### src/sliding_range_pair_max_top_assert.svh
// ----------------------------------------------------------------------------
// Assertion macros for the sliding range pair max block
// Clocked assertion forms with and without a reset disable.
// ----------------------------------------------------------------------------
`ifndef SLIDING_RANGE_PAIR_MAX_TOP_ASSERT_SVH
`define SLIDING_RANGE_PAIR_MAX_TOP_ASSERT_SVH

`ifndef NO_ASSERTIONS

`define SRPM_ASSERT_RST(label, clk, rst, prop, msg) \
   label: assert property (@(posedge clk) disable iff (rst) prop) else $error(msg);

`define SRPM_ASSERT_ALWAYS(label, clk, prop, msg) \
   label: assert property (@(posedge clk) prop) else $error(msg);

`else

`define SRPM_ASSERT_RST(label, clk, rst, prop, msg)

`define SRPM_ASSERT_ALWAYS(label, clk, prop, msg)

`endif

`endif

### src/srpm_alu.sv
// ----------------------------------------------------------------------------
// srpm_alu
// Shared add / subtract unit with a greater-than-zero flag.
// ----------------------------------------------------------------------------
`timescale 1ns / 1ps

module srpm_alu #(
   parameter int WIDTH = 31
) (
   input  logic signed [WIDTH-1:0] op_a,
   input  logic signed [WIDTH-1:0] op_b,
   input  logic                    op_sub,
   output logic signed [WIDTH-1:0] result,
   output logic                    positive
);

   logic [WIDTH-1:0] b_term;

   assign b_term   = op_sub ? ~op_b : op_b;
   assign result   = op_a + b_term + WIDTH'(op_sub);
   assign positive = ~result[WIDTH-1] & (|result);

endmodule

### config.mk
export PLATFORM = sky130hd
export DESIGN_NAME = srpm_alu
export DESIGN_NICKNAME = d
export VERILOG_FILES = /design/src/sliding_range_pair_max_top_assert.svh /design/src/srpm_alu.sv
export SDC_FILE = /design/constraint.sdc
export NUM_CORES = 1
export LEC_CHECK = 0
export ABC_AREA = 1
export BUFFER_PORTS_ARGS = -buffer_cell sky130_fd_sc_hd__buf_2
export CAP_MARGIN = 40
export CORE_UTILIZATION = 55
export DETAILED_ROUTE_END_ITERATION = 8
export PLACE_DENSITY_LB_ADDON = 0.15
export SYNTH_ARGS = -nofsm -noshare
export SYNTH_HDL_FRONTEND = slang
export SYNTH_SLANG_ARGS = --single-unit
export TNS_END_PERCENT = 5
### constraint.sdc
create_clock -name vclk -period 2.9
set_input_delay 0.145 -clock vclk [all_inputs]
set_output_delay 0.145 -clock vclk [all_outputs]
set_load 0.01 [all_outputs]
==> out/results.txt, run 1 <==
Status: finished, final reports clean
Final Hold Viols: 0
Mapped Area: 3033 um^2
Mapped Avg Cell Area: 5.055 um^2
Pwr Density: 317.4 nW/um^2
RePlAce Congestion: 0.9535
Routed len/inst: 12.35 um
Mux cell area share after synthesis: 0%
Syn_nets: 696
Synthesis-to-layout area growth: 21.66%
Crit-path cells: buf_2 > buf_12 > xor2_1 > ha_1 > nand2_1 > inv_1 > nand2_2 > inv_1 > nand2_1 > nand3_4 > nand2_2 > nand2_1 > nand2_1 > nand2_2 > nand2_1 > nor2_1 > nand3_1 > nor2_2 > nor2_1 > buf_2
Worst setup path startpoint: op_sub
P_leak: 2.468 nW
Post-Synth XOR/XNOR Area: 10.40%
DR vias: 3806
CP most frequent cell: nand2_1
Most frequent cells in the layout: 233 x nand2_1, 131 x inv_1, 95 x buf_2
DR pass1 iterations: 5
Synth Area in Compound Gates: 4.249%
Synth Warn #: 0
Detailed Place HPWL: 8221 um
CP Class: primary input to primary output
Hold depth: 3
Minimum clock period: 2738 ps
Chip width: 76.26 um
Slew Viols, Final: 0
DRC violations left: 0
Combinational family with the most area after synthesis: simple AND/OR/NAND/NOR gates
Core area: 5205 um^2
Initial antenna violation count: 0
CP Data Arrival Time: 2590 ps
GRT overflow: 0
Peak supply drop: 0.2117 mV
Largest net degree at the start of global routing: 28
Global-route wire length before repair: 15490 um
CP endpoint kind: primary output
Initial DRC Count: 205
Total Die Area: 5816 um^2
Share of cells above drive strength 1: 24.28%
Nets@finish: 794
Die Ht: 76.26 um
Post-Route WL: 9462 um
# rows: 26
Fmax: 365.3 MHz
Port-buffer cells: 95
Area occupied by registers: 0 um^2
HP Class: primary input to primary output
Number of library cell types mapped by synthesis: 31
Vias in the first global route: 3544
Sequential cell count: 0
Worst-path fanout max: 14
Req. time, crit path: 2760 ps
Clock buf count: 0
Ports: 95
WHS Endpoint: result[0]
Vias per cell: 4.969
Hold_sp: op_a[0]
Commonest non-fill, non-tap cell in the layout: nand2_1
Startpoint Class: primary input
Max stage delay on crit path: 370 ps
Synth Area in Simple Gates: 53.38%
Adder-cell share of the synthesized area: 13.86%
Final-report setup violation count: 0
Pwr Total: 1.171 mW
Rel. slew slack: 81.48%
Max_cap viols: 0
Min Hold Slack: 592.6 ps
Cts hold-fix bufs: 0
GRT Util Overall: 31.95%
Initial Util: 58.27%
Register area share after synthesis: 0%
Period utilisation layout: 94.40%
Slew @ Worst Pin: 277.8 ps
Number of diodes: 0
Syn Inst Count: 600
Slowest CP cell: ha_1
Routed Antenna Nets: 0
-- worst max-delay path: cells and delay by family --
kind                     cells  cell delay (ps)
XOR/XNOR                     1              170
buffers and inverters        5              650
adder cells (fa/ha/maj)      1              370
AND/OR/NAND/NOR             13             1240
-- how the worst max path moves through the flow --
stage | to | slack (ps) | cells after the start
detailed placement | positive | 180 | 18
floorplan | positive | 380 | 14
global placement | positive | 180 | 18
CTS | positive | 160 | 18
global route | positive | -20 | 18
finish | positive | 160 | 20
-- what timing repair did --
action                                  4_1_cts  5_1_grt
hold endpoints to repair                      0        0
buffers inserted                              0        1
endpoints found under the setup margin        0        1
gates resized for setup                       0       13
-- per-layer routing --
layer,up-vias,track usage (%),share of wire [%]
met1,1693,42.81,47
li1,1983,-,-
met2,122,58.38,47
met5,-,0,0
met4,0,3.654,1.1
met3,8,0.4790,5.3
-- report_power, final --
part	switching (mW)	internal, mW	total (mW)
logic	0.741	0.430	1.17
clock network	0	0	0
registers	0	0	0
total	0.741	0.430	1.17
-- logic make-up after synthesis --
group                    after synthesis
AND/OR/NAND/NOR                      364
XOR/XNOR                              36
adder cells (fa/ha/maj)               33
buffers and inverters                145
AO/OA/AOI/OAI                         22
-- cell usage after synthesis --
cell	count	share of area [%]
nand3_1	24	4.0
nand3b_1	5	1.2
a21boi_0	1	0.25
xor2_1	31	9.0
clkinv_1	1	0.12
nor2_4	1	0.37
nand3_2	6	2.0
a21oi_1	13	2.1
nand4_1	10	2.1
nor2_2	9	1.9
or2_1	1	0.21
buf_2	4	0.66
a21o_1	1	0.25
o21bai_1	2	0.49
a31oi_1	1	0.21
nand3_4	1	0.58
ha_1	32	13
inv_2	9	1.1
nand2_2	27	5.6
nor2_1	41	5.1
and3_1	1	0.21
nand2_1	233	29
xnor2_1	5	1.4
nand2_4	1	0.37
fa_1	1	0.66
inv_1	131	16
nor3_1	2	0.33
o21ai_0	2	0.33
and2_1	1	0.21
nor3_4	1	0.54
a21oi_2	2	0.58
-- area by class of cell --
type / instances / area, um^2
multi-input cells: 455 / 2530
fillers: 510 / 1515
repair buffers: 100 / 543.0
inverters: 141 / 529.3
well taps: 70 / 87.58
-- per-stage QoR --
stage | instances | util (%) | worst slack (ps) | setup TNS (ps) | cell area [um^2]
final | 766 | 70.89 | 162.4 | 0 | 3690
after global placement | 764 | 69.38 | 175.7 | 0 | 3611
after detailed placement | 764 | 69.38 | 181.3 | 0 | 3611
after floorplan | 600 | - | 381.7 | 0 | 3033
after CTS | 764 | 69.38 | 162.7 | 0 | 3611
after global routing | 766 | 70.89 | -18.16 | -18.16 | 3690
Power figures use the tool's default switching activity.
==> run 2: changes to the inputs <==
- CORE_UTILIZATION: 55 -> 28
==> run 2 against run 1 <==
Compared with the run above: fmax decreased by 0.41%; final area increased by 6.8%; worst hold slack better by 0.82 ps; via count fell by 2.4%; clock-buffer cell count is the same; combinational power rose by 6%; non-clock buffer count increased by 6; core utilization decreased by 33 points; final cell count grew 9.4%; total power rose by 5.9%; highest routed layer unchanged.
==> out/results.txt, run 2 (synthesized netlist as in run 1, its figures left out) <==
Peak supply drop: 0.1245 mV (-41%)
WHS Endpoint: result[0]
HP Class: primary input to primary output
Final-report setup violation count: 0 (unchanged)
P_leak: 2.505 nW (+1.5%)
Setup TNS: 0 ps (unchanged)
Final Hold Viols: 0 (unchanged)
DR pass1 iterations: 5 (unchanged)
Detailed Place HPWL: 8880 um (+8.0%)
Fmax: 363.8 MHz (-0.41%)
Worst Path Buf+Inv: 4 (-1)
CP endpoint kind: primary output
Dpl ws: 83.69 ps (-97.63 ps)
Global-route wire length before repair: 16650 um (+7.5%)
RePlAce Congestion: 0.8674 (-9.0%)
Largest delay share family, worst path: simple AND/OR/NAND/NOR gates
GRT overflow: 0 (unchanged)
Slew Viols, Final: 0 (unchanged)
Filler Cell Count: 1217 (+140%)
Minimum clock period: 2749 ps (+11.28 ps)
Initial DRC Count: 115 (-44%)
Pwr Density: 314.6 nW/um^2 (-0.88%)
Nets@finish: 800 (+0.76%)
Largest net degree at the start of global routing: 31 (+11%)
Initial Util: 29.12% (-29 points)
Share of cells above drive strength 1: 28.06% (+3.8 points)
# rows: 37 (+42%)
CP Class: primary input to primary output
Initial antenna violation count: 0 (unchanged)
Period utilisation layout: 94.79% (+0.39 points)
Rel. slew slack: 78.25% (-3.2 points)
Max stage delay on crit path: 330 ps (-40 ps)
Clock buf count: 0 (unchanged)
Routed len/inst: 12.53 um (+1.4%)
Sequential cell count: 0 (unchanged)
Cts hold-fix bufs: 0 (unchanged)
CP Data Arrival Time: 2600 ps (about the same)
Chip width: 106.1 um (+39%)
Slowest CP cell: ha_1
Max_cap viols: 0 (unchanged)
Routed Antenna Nets: 0 (unchanged)
Hold depth: 3 (unchanged)
Slew @ Worst Pin: 324.0 ps (+46.19 ps)
Req. time, crit path: 2760 ps (about the same)
Cell Area, Placed: 3694 um^2 (+2.3%)
Final WS setup: 151.1 ps (-11.28 ps)
Crit-path cells: clkbuf_4 > buf_12 > buf_4 > xor2_1 > ha_1 > nand2_1 > nand2_1 > a21oi_2 > nand2_1 > a21oi_2 > nand3_1 > nand2_2 > nand2_1 > nor2_1 > nand3_1 > nor2_2 > nor2_1 > buf_2
Post-Route WL: 10500 um (+11%)
Area occupied by registers: 0 um^2 (unchanged)
Status: finished, final reports clean
Hold_sp: op_a[0]
DR vias: 3714 (-2.4%)
Number of diodes: 0 (unchanged)
Vias in the first global route: 3562 (+0.51%)
GRT Util Overall: 18.19% (-14 points)
Worst setup path startpoint: op_sub
Final instance area: 3941 um^2 (+6.8%)
Commonest non-fill, non-tap cell in the layout: nand2_1
CP most frequent cell: nand2_1
Pwr Total: 1.240 mW (+5.9%)
Die Ht: 106.1 um (+39%)
Vias per cell: 4.432 (-11%)
Core area: 10420 um^2 (+100%)
Total Die Area: 11250 um^2 (+93%)
Worst-path fanout max: 8 (-6)
DRC violations left: 0 (unchanged)
Ports: 95 (unchanged)
Area of the multi-input gates: 2630 um^2 (+4.0%)
Most frequent cells in the layout: 226 x nand2_1, 130 x inv_1, 94 x buf_2
Port-buffer cells: 95 (unchanged)
Synthesis-to-layout area growth: 29.95%
Startpoint Class: primary input
run 2: changes by cell type in the layout (fill, tap and decap cells not counted), moves of 4 or more:
cell	previous run	this run
ha_1	29	21
buf_4	3	7
nand2_1	233	226
nand2_2	27	33
ha_2	3	9
run 2: what timing repair did:
action	in CTS	in global routing
setup buffers	0	5
resized for setup	0	41
setup endpoints to repair	0	1
run 2: per-layer routing:
layer / vias up / routed length [um] / global-route usage [%]
met2: 93 / 4760 / 31.89
met1: 1624 / 5230 / 25.55
met3: 10 / 389 / 0.5518
li1: 1987 / - / -
met5: - / 0 / 0
met4: 0 / 118 / 1.587
run 2: worst max-delay path by stage:
| stage | to | slack, ps | cells past startpoint |
|---|---|---|---|
| 2_1_floorplan | positive | 380 | 14 |
| 3_3_place_gp | positive | 70 | 18 |
| 3_5_place_dp | positive | 80 | 21 |
| 4_1_cts | positive | 80 | 21 |
| 5_1_grt | positive | -9 | 19 |
| 6_report | positive | 150 | 18 |
run 2: final cells by class:
cell class                 instances  area share [%]
multi-input combinational        455           66.73
tap                              136           4.317
inverter                         141           13.43
timing repair buffer             106           15.52
run 2: through the flow:
| step | utilization, % | hold WS (ps) | instances |
|---|---|---|---|
| 6_report | 37.84 | 593.4 | 838 |
| 5_1_grt | 37.84 | 625.0 | 838 |
| 2_1_floorplan | - | 376.8 | 600 |
| 4_1_cts | 35.46 | 599.9 | 830 |
| 3_3_place_gp | 35.46 | 597.6 | 830 |
| 3_5_place_dp | 35.46 | 598.2 | 830 |
run 2: report_power, final:
part	internal, mW	switching (mW)
sequential	0	0
combinational	0.459	0.781
clock	0	0
total	0.459	0.781
