$ cat src/sliding_range_pair_max_top_assert.svh
// ----------------------------------------------------------------------------
// Assertion macros for the sliding range pair max block
// Clocked assertion forms with and without a reset disable.
// ----------------------------------------------------------------------------
`ifndef SLIDING_RANGE_PAIR_MAX_TOP_ASSERT_SVH
`define SLIDING_RANGE_PAIR_MAX_TOP_ASSERT_SVH

`ifndef NO_ASSERTIONS

`define SRPM_ASSERT_RST(label, clk, rst, prop, msg) \
   label: assert property (@(posedge clk) disable iff (rst) prop) else $error(msg);

`define SRPM_ASSERT_ALWAYS(label, clk, prop, msg) \
   label: assert property (@(posedge clk) prop) else $error(msg);

`else

`define SRPM_ASSERT_RST(label, clk, rst, prop, msg)

`define SRPM_ASSERT_ALWAYS(label, clk, prop, msg)

`endif

`endif

$ cat src/srpm_ram.sv
// ----------------------------------------------------------------------------
// srpm_ram
// Generic single write port, single read port RAM with registered read.
// ----------------------------------------------------------------------------
`timescale 1ns / 1ps

module srpm_ram #(
   parameter int WIDTH = 8,
   parameter int DEPTH = 16
) (
   input  logic                     clock,
   input  logic                     wr_en,
   input  logic [$clog2(DEPTH)-1:0] wr_addr,
   input  logic [WIDTH-1:0]         wr_data,
   input  logic                     rd_en,
   input  logic [$clog2(DEPTH)-1:0] rd_addr,
   output logic [WIDTH-1:0]         rd_data
);

   logic [WIDTH-1:0] mem_ff [DEPTH];
   logic [WIDTH-1:0] rd_data_ff;

   always_ff @(posedge clock) begin
      if (wr_en) begin
         mem_ff[wr_addr] <= wr_data;
      end
      if (rd_en) begin
         rd_data_ff <= mem_ff[rd_addr];
      end
   end

   assign rd_data = rd_data_ff;

endmodule

$ cat config.mk
export PLATFORM = sky130hd
export DESIGN_NAME = srpm_ram
export DESIGN_NICKNAME = d
export VERILOG_FILES = /design/src/sliding_range_pair_max_top_assert.svh /design/src/srpm_ram.sv
export SDC_FILE = /design/constraint.sdc
export NUM_CORES = 1
export LEC_CHECK = 0
export BUFFER_PORTS_ARGS = -buffer_cell sky130_fd_sc_hd__buf_2
export CORE_ASPECT_RATIO = 0.6
export CORE_UTILIZATION = 60
export CTS_CLUSTER_SIZE = 40
export DETAILED_ROUTE_END_ITERATION = 16
export PLACE_DENSITY = 0.82
export SLEW_MARGIN = 5
export SYNTH_ARGS = -nofsm -noshare
export SYNTH_HDL_FRONTEND = slang
export SYNTH_SLANG_ARGS = --single-unit
$ cat constraint.sdc
create_clock -name clock -period 2.5 [get_ports clock]
set_clock_uncertainty 0.15 [all_clocks]
set_input_delay 0.375 -clock clock [delete_from_list [all_inputs] [get_ports clock]]
set_output_delay 0.375 -clock clock [all_outputs]
set_load 0.01 [all_outputs]
==> impl_results.md, run 1 <==
* Status: finished clean
* Overall routed net length at around 9800 um
* Vias at 2500
* First-pass GRT wire length at roughly 15000 um
* HPWL Detailed at approximately 6300 um
* Die H at between 70 and 80 um
* CP top delay family: multiplexers
* TritonCTS clock tree: built
* Final period utilization at 0.660
* Grt ovf at 0
* # fillers at approximately 450
* Max VDD drop at ~0.86 mV
* DIE AREA at between 9000 and 10000 um^2
* Type of the tightest min-delay check: primary input to flip-flop
* Gpl congestion at 0.782
* Final min period at 1650 ps
* Crit-path cells: buf_2 > buf_12 > mux4_1 > a22oi_1 > nand2_1
* IO Count at 27
* Hold_sp: rd_en
* Post-route ant nets at 0
* Placed cell area at 5570 um^2
* Vias per cell at 6.19
* Initial antenna violation count at 0
* Worst r2r src: mem_ff[2][3]
* WP buf/inv at 2
* WL/cell at roughly 24 um
* Leakage power at between 0.002 and 0.0025 uW
* R2R cell count at 3
* Number of global-route vias before repair at about 2500
* CTS H-tree depth at 4
* Final setup fails at 0
* Hold path depth at 1
* Pin count of the biggest net entering global routing at 33
* Worst reg2reg endpoint: rd_data[3]
* Critical Path Max Stage Delay at about 600 ps
* Placed Cells at ~370
* Worst-Skew Late Latency at between 400 and 500 ps
* Type of the worst setup path: primary input to flip-flop
* CTS resizes at 0
* Slew HR at 0.516
* PwrDens at ~850 nW/um^2
* Max Cap Viol at 0
* Synth Warn # at 0
* Pwr Total at roughly 5200 uW
* Commonest cells after routing, fill and taps aside: 136 x edfxtp_1, 26 x buf_2, 19 x buf_4, 18 x mux4_2, 17 x clkbuf_16
* Syn Nets at roughly 250
* Worst-path clk slew at ~60 ps
* Achievable frequency at 606 MHz
* Initial Util at 0.640
* Final hold vios at 0
* Fin cells at roughly 400
* Post-synthesis cell count at approximately 230
* Critical Path RT at 2500 ps
* Post-CTS setup buffer count at 0
* Drt drc at 0
* RSZ-0062 raised after global routing: no
* CP Data Arrival Time at ~1700 ps
* Flop2flop setup slack at approximately 890 ps
* CP endpoint kind: flip-flop
* CTS Hold Bufs at 0
* CP Launch Type: primary input
* Yosys reg bits at ~140
* Clk sink count at between 100 and 150
* Critical path's slowest cell: mux4_1
* CTS max path bufs at 2
* Fin. max-slew vios at 0
* Clk root buf: clkbuf_16
* DIE WIDTH at approximately 120 um
* Pre-Repair DR Iteration Count at 4
* Iter 0 DRT Violations at about 260
* Gr usage total at 0.247
* Area Growth Syn to Fin at 17.4%
* Finished Cell Area at ~6100 um^2
* Share of layout cells above drive strength 1 at 0.304
* Num CTS Buffers at 17
* Final setup TNS at 0 ps
* Avg Inst Size Synth at 22.8 um^2
* CP Max Fanout at 32
* Final nets at around 300
* Buffers added on ports at 26
* Row count at 25
* Core ar. at just over 8000 um^2
* Seq/Total Area, Yosys at 0.781
* Commonest non-fill, non-tap cell in the layout: edfxtp_1
* Post-Syn Area at 5230 um^2
* Hold EP: rd_data[0]
* Inserted Diodes at 0
* Least-Margin Pin Slew at 725 ps
* Synth cell types at 18
## report_power, final
part	switching [uW]	leakage, uW	internal, uW
Combinational	131	0.000583	99.0
Sequential	14.8	0.00124	2570
Clock	838	0.000277	1530
Total	983	0.00210	4200
## Yosys cell counts
master / instances / share of area
nor2b_1: 1 / 0.0012
nand3b_1: 2 / 0.0029
and2b_1: 1 / 0.0014
mux4_2: 18 / 0.078
nor3_1: 4 / 0.0038
or3b_2: 1 / 0.0017
buf_4: 1 / 0.0014
mux4_1: 14 / 0.070
nor2_1: 13 / 0.0093
a22oi_1: 16 / 0.023
edfxtp_1: 136 / 0.78
nand3_1: 1 / 0.00096
and2_1: 1 / 0.0012
clkdlybuf4s25_2: 3 / 0.0057
nand2b_1: 2 / 0.0024
buf_6: 3 / 0.0065
nand2_1: 9 / 0.0065
buf_2: 3 / 0.0029
## per-layer routing
| metal | global-route usage | routed length [um] | up-vias |
|---|---|---|---|
| met5 | 0 | 0 | - |
| met4 | 0.0935 | 116 | 0 |
| met3 | 0.0790 | 850 | 13 |
| met2 | 0.368 | 4570 | 102 |
| met1 | 0.352 | 4260 | 1288 |
| li1 | - | - | 1097 |
## metrics by stage
step | worst slack [ps] | hold slack [ps] | utilization
floorplan | 482 | 324 | -
global placement | 457 | 580 | 0.682
detailed placement | 436 | 596 | 0.682
CTS | 822 | 176 | 0.751
global route | 758 | 179 | 0.751
finish | 850 | 187 | 0.751
## cell families after synthesis
family / synth area share
DFF: 0.781
and+or+nand+nor: 0.0314
buffers and inverters: 0.0165
AOI/OAI and AO/OA: 0.0230
muxes: 0.148
## flip-flops by register name, summed over array words and instances (netlist names)
name     cells
mem_ff     128
rd_data      8
## area by class of cell
type / count / area (um^2) / share of cell area
multi-input cells: 83 / 1060 / 0.172
repair buffers: 46 / 293 / 0.0477
clock inverters: 13 / 136 / 0.0222
flip-flops and latches: 136 / 4080 / 0.666
well taps: 108 / 135 / 0.0220
clock buffers: 18 / 429 / 0.0700
## how the worst max path moves through the flow
| stage | from | end | slack (ps) | cells after the start |
|---|---|---|---|---|
| after floorplan | wr_addr[2] | mem_ff[0][0] | 480 | 2 |
| after global placement | rd_addr[0] | rd_data[5] | 460 | 5 |
| after detailed placement | rd_addr[0] | rd_data[0] | 440 | 5 |
| after CTS | rd_addr[0] | rd_data[3] | 820 | 5 |
| after global routing | rd_addr[0] | rd_data[3] | 760 | 5 |
| final | rd_addr[0] | rd_data[3] | 850 | 5 |
No activity file was read; power rests on OpenSTA's default activity.
==> run 2: changes to the inputs <==
--- a/config.mk
+++ b/config.mk
@@ -5,12 +5,13 @@
 export SDC_FILE = /design/constraint.sdc
 export NUM_CORES = 1
 export LEC_CHECK = 0
+export ABC_AREA = 1
 export BUFFER_PORTS_ARGS = -buffer_cell sky130_fd_sc_hd__buf_2
 export CORE_ASPECT_RATIO = 0.6
-export CORE_UTILIZATION = 60
+export CORE_UTILIZATION = 55
 export CTS_CLUSTER_SIZE = 40
 export DETAILED_ROUTE_END_ITERATION = 16
-export PLACE_DENSITY = 0.82
+export PLACE_DENSITY = 0.79
 export SLEW_MARGIN = 5
 export SYNTH_ARGS = -nofsm -noshare
 export SYNTH_HDL_FRONTEND = slang
==> constraint.sdc (replaced) <==
create_clock -name clock -period 1.5 [get_ports clock]
set_clock_uncertainty 0.15 [all_clocks]
set_input_delay 0.225 -clock clock [delete_from_list [all_inputs] [get_ports clock]]
set_output_delay 0.225 -clock clock [all_outputs]
set_load 0.01 [all_outputs]
==> impl_results.md, run 2 <==
* WP buf/inv at 1 (was 2)
* Area Growth Syn to Fin at 17.5% (was 17.4%)
* CTS H-tree depth at 4 (unchanged)
* Worst-Skew Late Latency at 420 ps (was 410 ps)
* Synth top area share at 0.698 (was 0.781)
* CP Max Fanout at 1 (was 32)
* Final setup TNS at 0 ps (unchanged)
* Leakage power at 0.00300 uW (was 0.00210 uW)
* Die H at 81.9 um (was 74.3 um)
* Number of global-route vias before repair at 3770 (was 2501)
* Vias at 3995 (was 2500)
* Gr busiest metal: met2 (unchanged)
* Syn Nets at 570 (was 248)
* Commonest cells after routing, fill and taps aside: 173 x nand2_1, 136 x edfxtp_1, 100 x inv_1, 97 x nand3_1, 26 x buf_2 (was 136 x edfxtp_1, 26 x buf_2, 19 x buf_4, 18 x mux4_2, 17 x clkbuf_16)
* Post-CTS setup buffer count at 0 (unchanged)
* Yosys reg bits at 136 (unchanged)
* Num CTS Buffers at 17 (unchanged)
* Max Cap Viol at 0 (unchanged)
* Final nets at 620 (was 303)
* Status: finished clean (unchanged)
* Post-synth EDFFs at 136 (unchanged)
* Inserted Diodes at 0 (unchanged)
* Type of the tightest min-delay check: primary input to flip-flop (unchanged)
* Gr usage total at 0.271 (was 0.247)
* Top-count cell post-synth: nand2_1 (was edfxtp_1)
* Crit path from: rd_data[6] (was rd_addr[0])
* HPWL Detailed at 8560 um (was 6310 um)
* Iter 0 DRT Violations at 522 (was 258)
* Clk root buf: clkbuf_16 (unchanged)
* Worst Setup EP: rd_data[6] (was rd_data[3])
* Drt drc at 0 (unchanged)
* PwrDens at 1330 nW/um^2 (was 846 nW/um^2)
* Post-synthesis cell count at 551 (was 229)
* Core ar. at 10100 um^2 (was 8160 um^2)
* Type of the worst setup path: flip-flop to primary output (was primary input to flip-flop)
* Flop2flop setup slack at 170 ps (was 890 ps)
* CP Data Arrival Time at 1060 ps (was 1650 ps)
* Final min period at about 1400 ps
* Initial antenna violation count at 0 (unchanged)
* CP Launch Type: flip-flop (was primary input)
* Worst r2r src: mem_ff[6][0] (was mem_ff[2][3])
* First-pass GRT wire length at 20800 um (was 14700 um)
* Clk sink count at 136 (unchanged)
* Fin. max-slew vios at 0 (unchanged)
* Ys flop type: edfxtp_1 (unchanged)
* Critical Path Max Stage Delay at 460 ps (was 590 ps)
* CP endpoint kind: primary output (was flip-flop)
* CTS max path bufs at 2 (unchanged)
* Levels on crit path at 1 (was 5)
* Gpl congestion at 0.931 (was 0.782)
* Pre-Repair DR Iteration Count at 6 (was 4)
* Pin count of the biggest net entering global routing at 62 (was 33)
* DIE WIDTH at 135 um (was 123 um)
* Crit-path cells: buf_2 (was buf_2 > buf_12 > mux4_1 > a22oi_1 > nand2_1)
* RSZ-0062 raised after global routing: no (unchanged)
* Initial Util at 0.579 (was 0.640)
* Post-route ant nets at 0 (unchanged)
* CTS Hold Bufs at 0 (unchanged)
* Vias per cell at 5.33 (was 6.19)
* Final setup fails at 0 (unchanged)
* Buffers added on ports at 26 (unchanged)
* Most flops, register: mem_ff (unchanged)
* Avg Inst Size Synth at 10.6 um^2 (was 22.8 um^2)
* Final period utilization at 0.957
* CTS resizes at 0 (unchanged)
* Max VDD drop at 0.948 mV (was 0.862 mV)
* Top cells by count, synth: 173 x nand2_1, 136 x edfxtp_1, 100 x inv_1 (was 136 x edfxtp_1, 18 x mux4_2, 16 x a22oi_1)
* Grt met2 use at 0.393 (was 0.368)
* Row count at 28 (was 25)
* Top cells by area, synth: edfxtp_1 70%, nand2_1 11%, nand3_1 8.3% (was edfxtp_1 78%, mux4_2 7.8%, mux4_1 7.0%)
* Synth Warn # at 0 (unchanged)
* Met1 Track Usage GR at 0.385 (was 0.352)
* Area leader, netlist: edfxtp_1 (unchanged)
* Synth cell types at 11 (was 18)
* Least-Margin Pin Slew at 616 ps (was 725 ps)
* TritonCTS clock tree: built (unchanged)
* Max FFs per register at 128 (unchanged)
* Post-Syn Area at 5850 um^2 (was 5230 um^2)
* CP top delay family: flip-flops (was multiplexers)
* R2R cell count at 6 (was 3)
* GR met3 Demand/Resource at 0.0901 (was 0.0790)
* Worst reg2reg endpoint: rd_data[0] (was rd_data[3])
* WL/cell at 18.1 um (was 24.2 um)
* Final hold vios at 0 (unchanged)
* Slew HR at 0.588 (was 0.516)
* IO Count at 27 (unchanged)
* Critical Path RT at 1120 ps (was 2500 ps)
* Achievable frequency at between 600 and 700 MHz
* Grt ovf at 0 (unchanged)
* Seq/Total Area, Yosys at 0.698 (was 0.781)
* Min Hold Slack at 28.7 ps (was 187 ps)
* Worst-path clk slew at 60 ps (about the same)
* Setup WS pre-CTS at -127 ps (was 436 ps)
* Ys async rst share at 0 (unchanged)
* Worst setup margin at 64.7 ps (was 850 ps)
* Share of layout cells above drive strength 1 at 0.140 (was 0.304)
* Overall routed net length at 13500 um (was 9790 um)
* Hold path depth at 1 (unchanged)
* DIE AREA at 11100 um^2 (was 9100 um^2)
* Commonest non-fill, non-tap cell in the layout: nand2_1 (was edfxtp_1)
* Critical path's slowest cell: edfxtp_1 (was mux4_1)
## run 2: routing by layer
metal / vias up / routed length [um]
li1: 1881 / -
met1: 1879 / 6050
met2: 205 / 5700
met3: 30 / 1520
met4: 0 / 268
met5: - / 0
## run 2: stage by stage
stage	util	instances	instance area [um^2]	power [uW]
floorplan	-	551	5850	4690
global placement	0.620	717	6260	4930
detailed placement	0.620	717	6260	4940
CTS	0.681	749	6870	9190
global route	0.681	749	6870	9420
finish	0.681	749	6870	9170
## run 2: power by group
| group | switching, uW | total [uW] | internal [uW] |
|---|---|---|---|
| registers | 32.0 | 4320 | 4280 |
| clock network | 1530 | 4290 | 2760 |
| logic | 385 | 559 | 174 |
| total | 1950 | 9170 | 7220 |
## run 2: area by class of cell
cell class	count	area, um^2
timing repair buffer	55	410
sequential	136	4080
clock buffer	18	429
tap	135	169
inverter	102	383
multi-input combinational	289	1210
fill	741	3220
clock inverter	14	181
## run 2: worst min-delay path by stage
stage / startpoint / endpoint / slack [ps]
CTS: rd_en / rd_data[0] / 20
global route: rd_en / rd_data[0] / 20
finish: rd_en / rd_data[0] / 30
floorplan: wr_data[0] / mem_ff[0][0] / 170
detailed placement: rd_en / rd_data[0] / 450
global placement: rd_en / rd_data[0] / 450
## run 2: cell families after synthesis
group	count (synthesis)	share of synthesized area
buf+inv	126	0.0939
flops	136	0.698
simple gates	289	0.208
==> run 3: changes to the inputs <==
==> constraint.sdc (replaced) <==
create_clock -name clock -period 1.5 [get_ports clock]
set_clock_uncertainty 0.15 [all_clocks]
set_input_delay 0.225 -clock clock [delete_from_list [all_inputs] [get_ports clock]]
set_output_delay 0.225 -clock clock [all_outputs]
set_load 0.1 [all_outputs]
==> impl_results.md, run 3 (synthesis gave the netlist of run 2 again) <==
* Status: finished clean (unchanged)
* Pre-Repair DR Iteration Count at 7 (was 6)
* Critical path's slowest cell: edfxtp_1 (unchanged)
* Commonest cells after routing, fill and taps aside: 173 x nand2_1, 136 x edfxtp_1, 100 x inv_1, 97 x nand3_1, 28 x buf_4 (was 173 x nand2_1, 136 x edfxtp_1, 100 x inv_1, 97 x nand3_1, 26 x buf_2)
* CP Max Fanout at 1 (unchanged)
* Clk root buf: clkbuf_16 (unchanged)
* Number of global-route vias before repair at 3785 (was 3770)
* Overall routed net length at 13600 um (was 13500 um)
* Gr usage total at 0.271 (about the same)
* Final setup TNS at 0 ps (unchanged)
* Iter 0 DRT Violations at 539 (was 522)
* Final setup fails at 0 (unchanged)
* Gpl congestion at 0.931 (unchanged)
* Critical Path Max Stage Delay at 470 ps (was 460 ps)
* WP buf/inv at 1 (unchanged)
* Initial antenna violation count at 0 (unchanged)
* CTS H-tree depth at 4 (unchanged)
* Share of layout cells above drive strength 1 at 0.140 (unchanged)
* Max FFs per register at 128 (unchanged)
* Type of the worst setup path: flip-flop to primary output (unchanged)
* HPWL Detailed at 8560 um (unchanged)
* Least-Margin Pin Slew at 602 ps (was 616 ps)
* Inserted Diodes at 0 (unchanged)
* Final nets at 620 (unchanged)
* Initial Util at 0.579 (unchanged)
* IO Count at 27 (unchanged)
* Final min period at 1490 ps (was 1440 ps)
* Core Util, Final at 0.684 (was 0.681)
* Core ar. at 10100 um^2 (unchanged)
* Worst-path clk slew at 60 ps (about the same)
* Fin cells at 749 (unchanged)
* TritonCTS clock tree: built (unchanged)
* Fin. max-slew vios at 0 (unchanged)
* CTS max path bufs at 2 (unchanged)
* Most flops, register: mem_ff (unchanged)
* Commonest non-fill, non-tap cell in the layout: nand2_1 (unchanged)
* Max Cap Viol at 0 (unchanged)
* Leakage power at 0.00301 uW (was 0.00300 uW)
* Post-route ant nets at 0 (unchanged)
* Final hold vios at 0 (unchanged)
* CP Launch Type: flip-flop (unchanged)
* Type of the tightest min-delay check: primary input to flip-flop (unchanged)
* Critical Path RT at 1120 ps (about the same)
* Placed Cells at 717 (unchanged)
* Buffers added on ports at 26 (unchanged)
* DIE WIDTH at 135 um (unchanged)
* CP Data Arrival Time at 1120 ps (was 1060 ps)
* Num CTS Buffers at 17 (unchanged)
* WL/cell at 18.1 um (about the same)
* Clk sink count at 136 (unchanged)
* Max VDD drop at 0.947 mV (was 0.948 mV)
* Final period utilization at 0.995 (was 0.957)
* Vias at 4013 (was 3995)
* Vias per cell at 5.36 (was 5.33)
* CTS Hold Bufs at 0 (unchanged)
* Crit-path cells: buf_6 (was buf_2)
* Pwr Total at 9320 uW (was 9170 uW)
* Grt ovf at 0 (unchanged)
* Worst-Skew Late Latency at 420 ps (about the same)
* # fillers at 735 (was 741)
* Slew HR at 0.598 (was 0.588)
* Row count at 28 (unchanged)
* Die H at 81.9 um (unchanged)
* CP top delay family: flip-flops (unchanged)
* PwrDens at 1350 nW/um^2 (was 1330 nW/um^2)
* RSZ-0062 raised after global routing: yes (was no)
* Achievable frequency at 670 MHz (was 697 MHz)
* Post-CTS setup buffer count at 0 (unchanged)
* Area Growth Syn to Fin at 18.1% (was 17.5%)
* DIE AREA at 11100 um^2 (unchanged)
* Drt drc at 0 (unchanged)
* First-pass GRT wire length at 20900 um (was 20800 um)
* CP endpoint kind: primary output (unchanged)
* Pin count of the biggest net entering global routing at 62 (unchanged)
## run 3: path summary, 6_finish.rpt
| path | to | start | slack [ps] | depth (start not counted) |
|---|---|---|---|---|
| max | rd_data[3] | rd_data[3] | 7 | 1 |
| min | rd_data[0] | rd_en | 30 | 1 |
| max reg2reg | rd_data[7] | mem_ff[0][7] | 170 | 6 |
| min reg2reg | rd_data[7] | mem_ff[11][7] | 600 | 6 |
## run 3: report_power, final
part,internal (uW),switching (uW)
logic,190,508
clock network,2760,1540
registers,4280,34.0
total,7230,2080
## run 3: through the flow
stage	hold slack (ps)	setup WS [ps]	area (um^2)
floorplan	174	174	5850
global placement	445	-113	6260
detailed placement	449	-127	6260
CTS	15.2	5.65	6900
global route	22.5	-33.4	6910
finish	28.7	7.35	6910
## run 3: cell type report
type	count	area (um^2)	area share
clock buffer	18	429	0.0621
multi-input combinational	289	1210	0.176
clock inverter	14	181	0.0263
tap	135	169	0.0245
sequential	136	4080	0.591
timing repair buffer	55	445	0.0645
inverter	102	383	0.0554
## run 3: layer usage
layer  vias to the layer above  track usage  share of wire
met5                         -            0              0
met4                         0       0.0854          0.016
met3                        26       0.0969           0.11
met2                       206        0.398           0.43
met1                      1901        0.379           0.44
li1                       1880            -              -
## run 3: repair_timing
action / 4_1_cts / 5_1_grt
setup endpoints to repair: 8 / 2
gates resized for setup: 11 / 1
gates cloned: 0 / 0
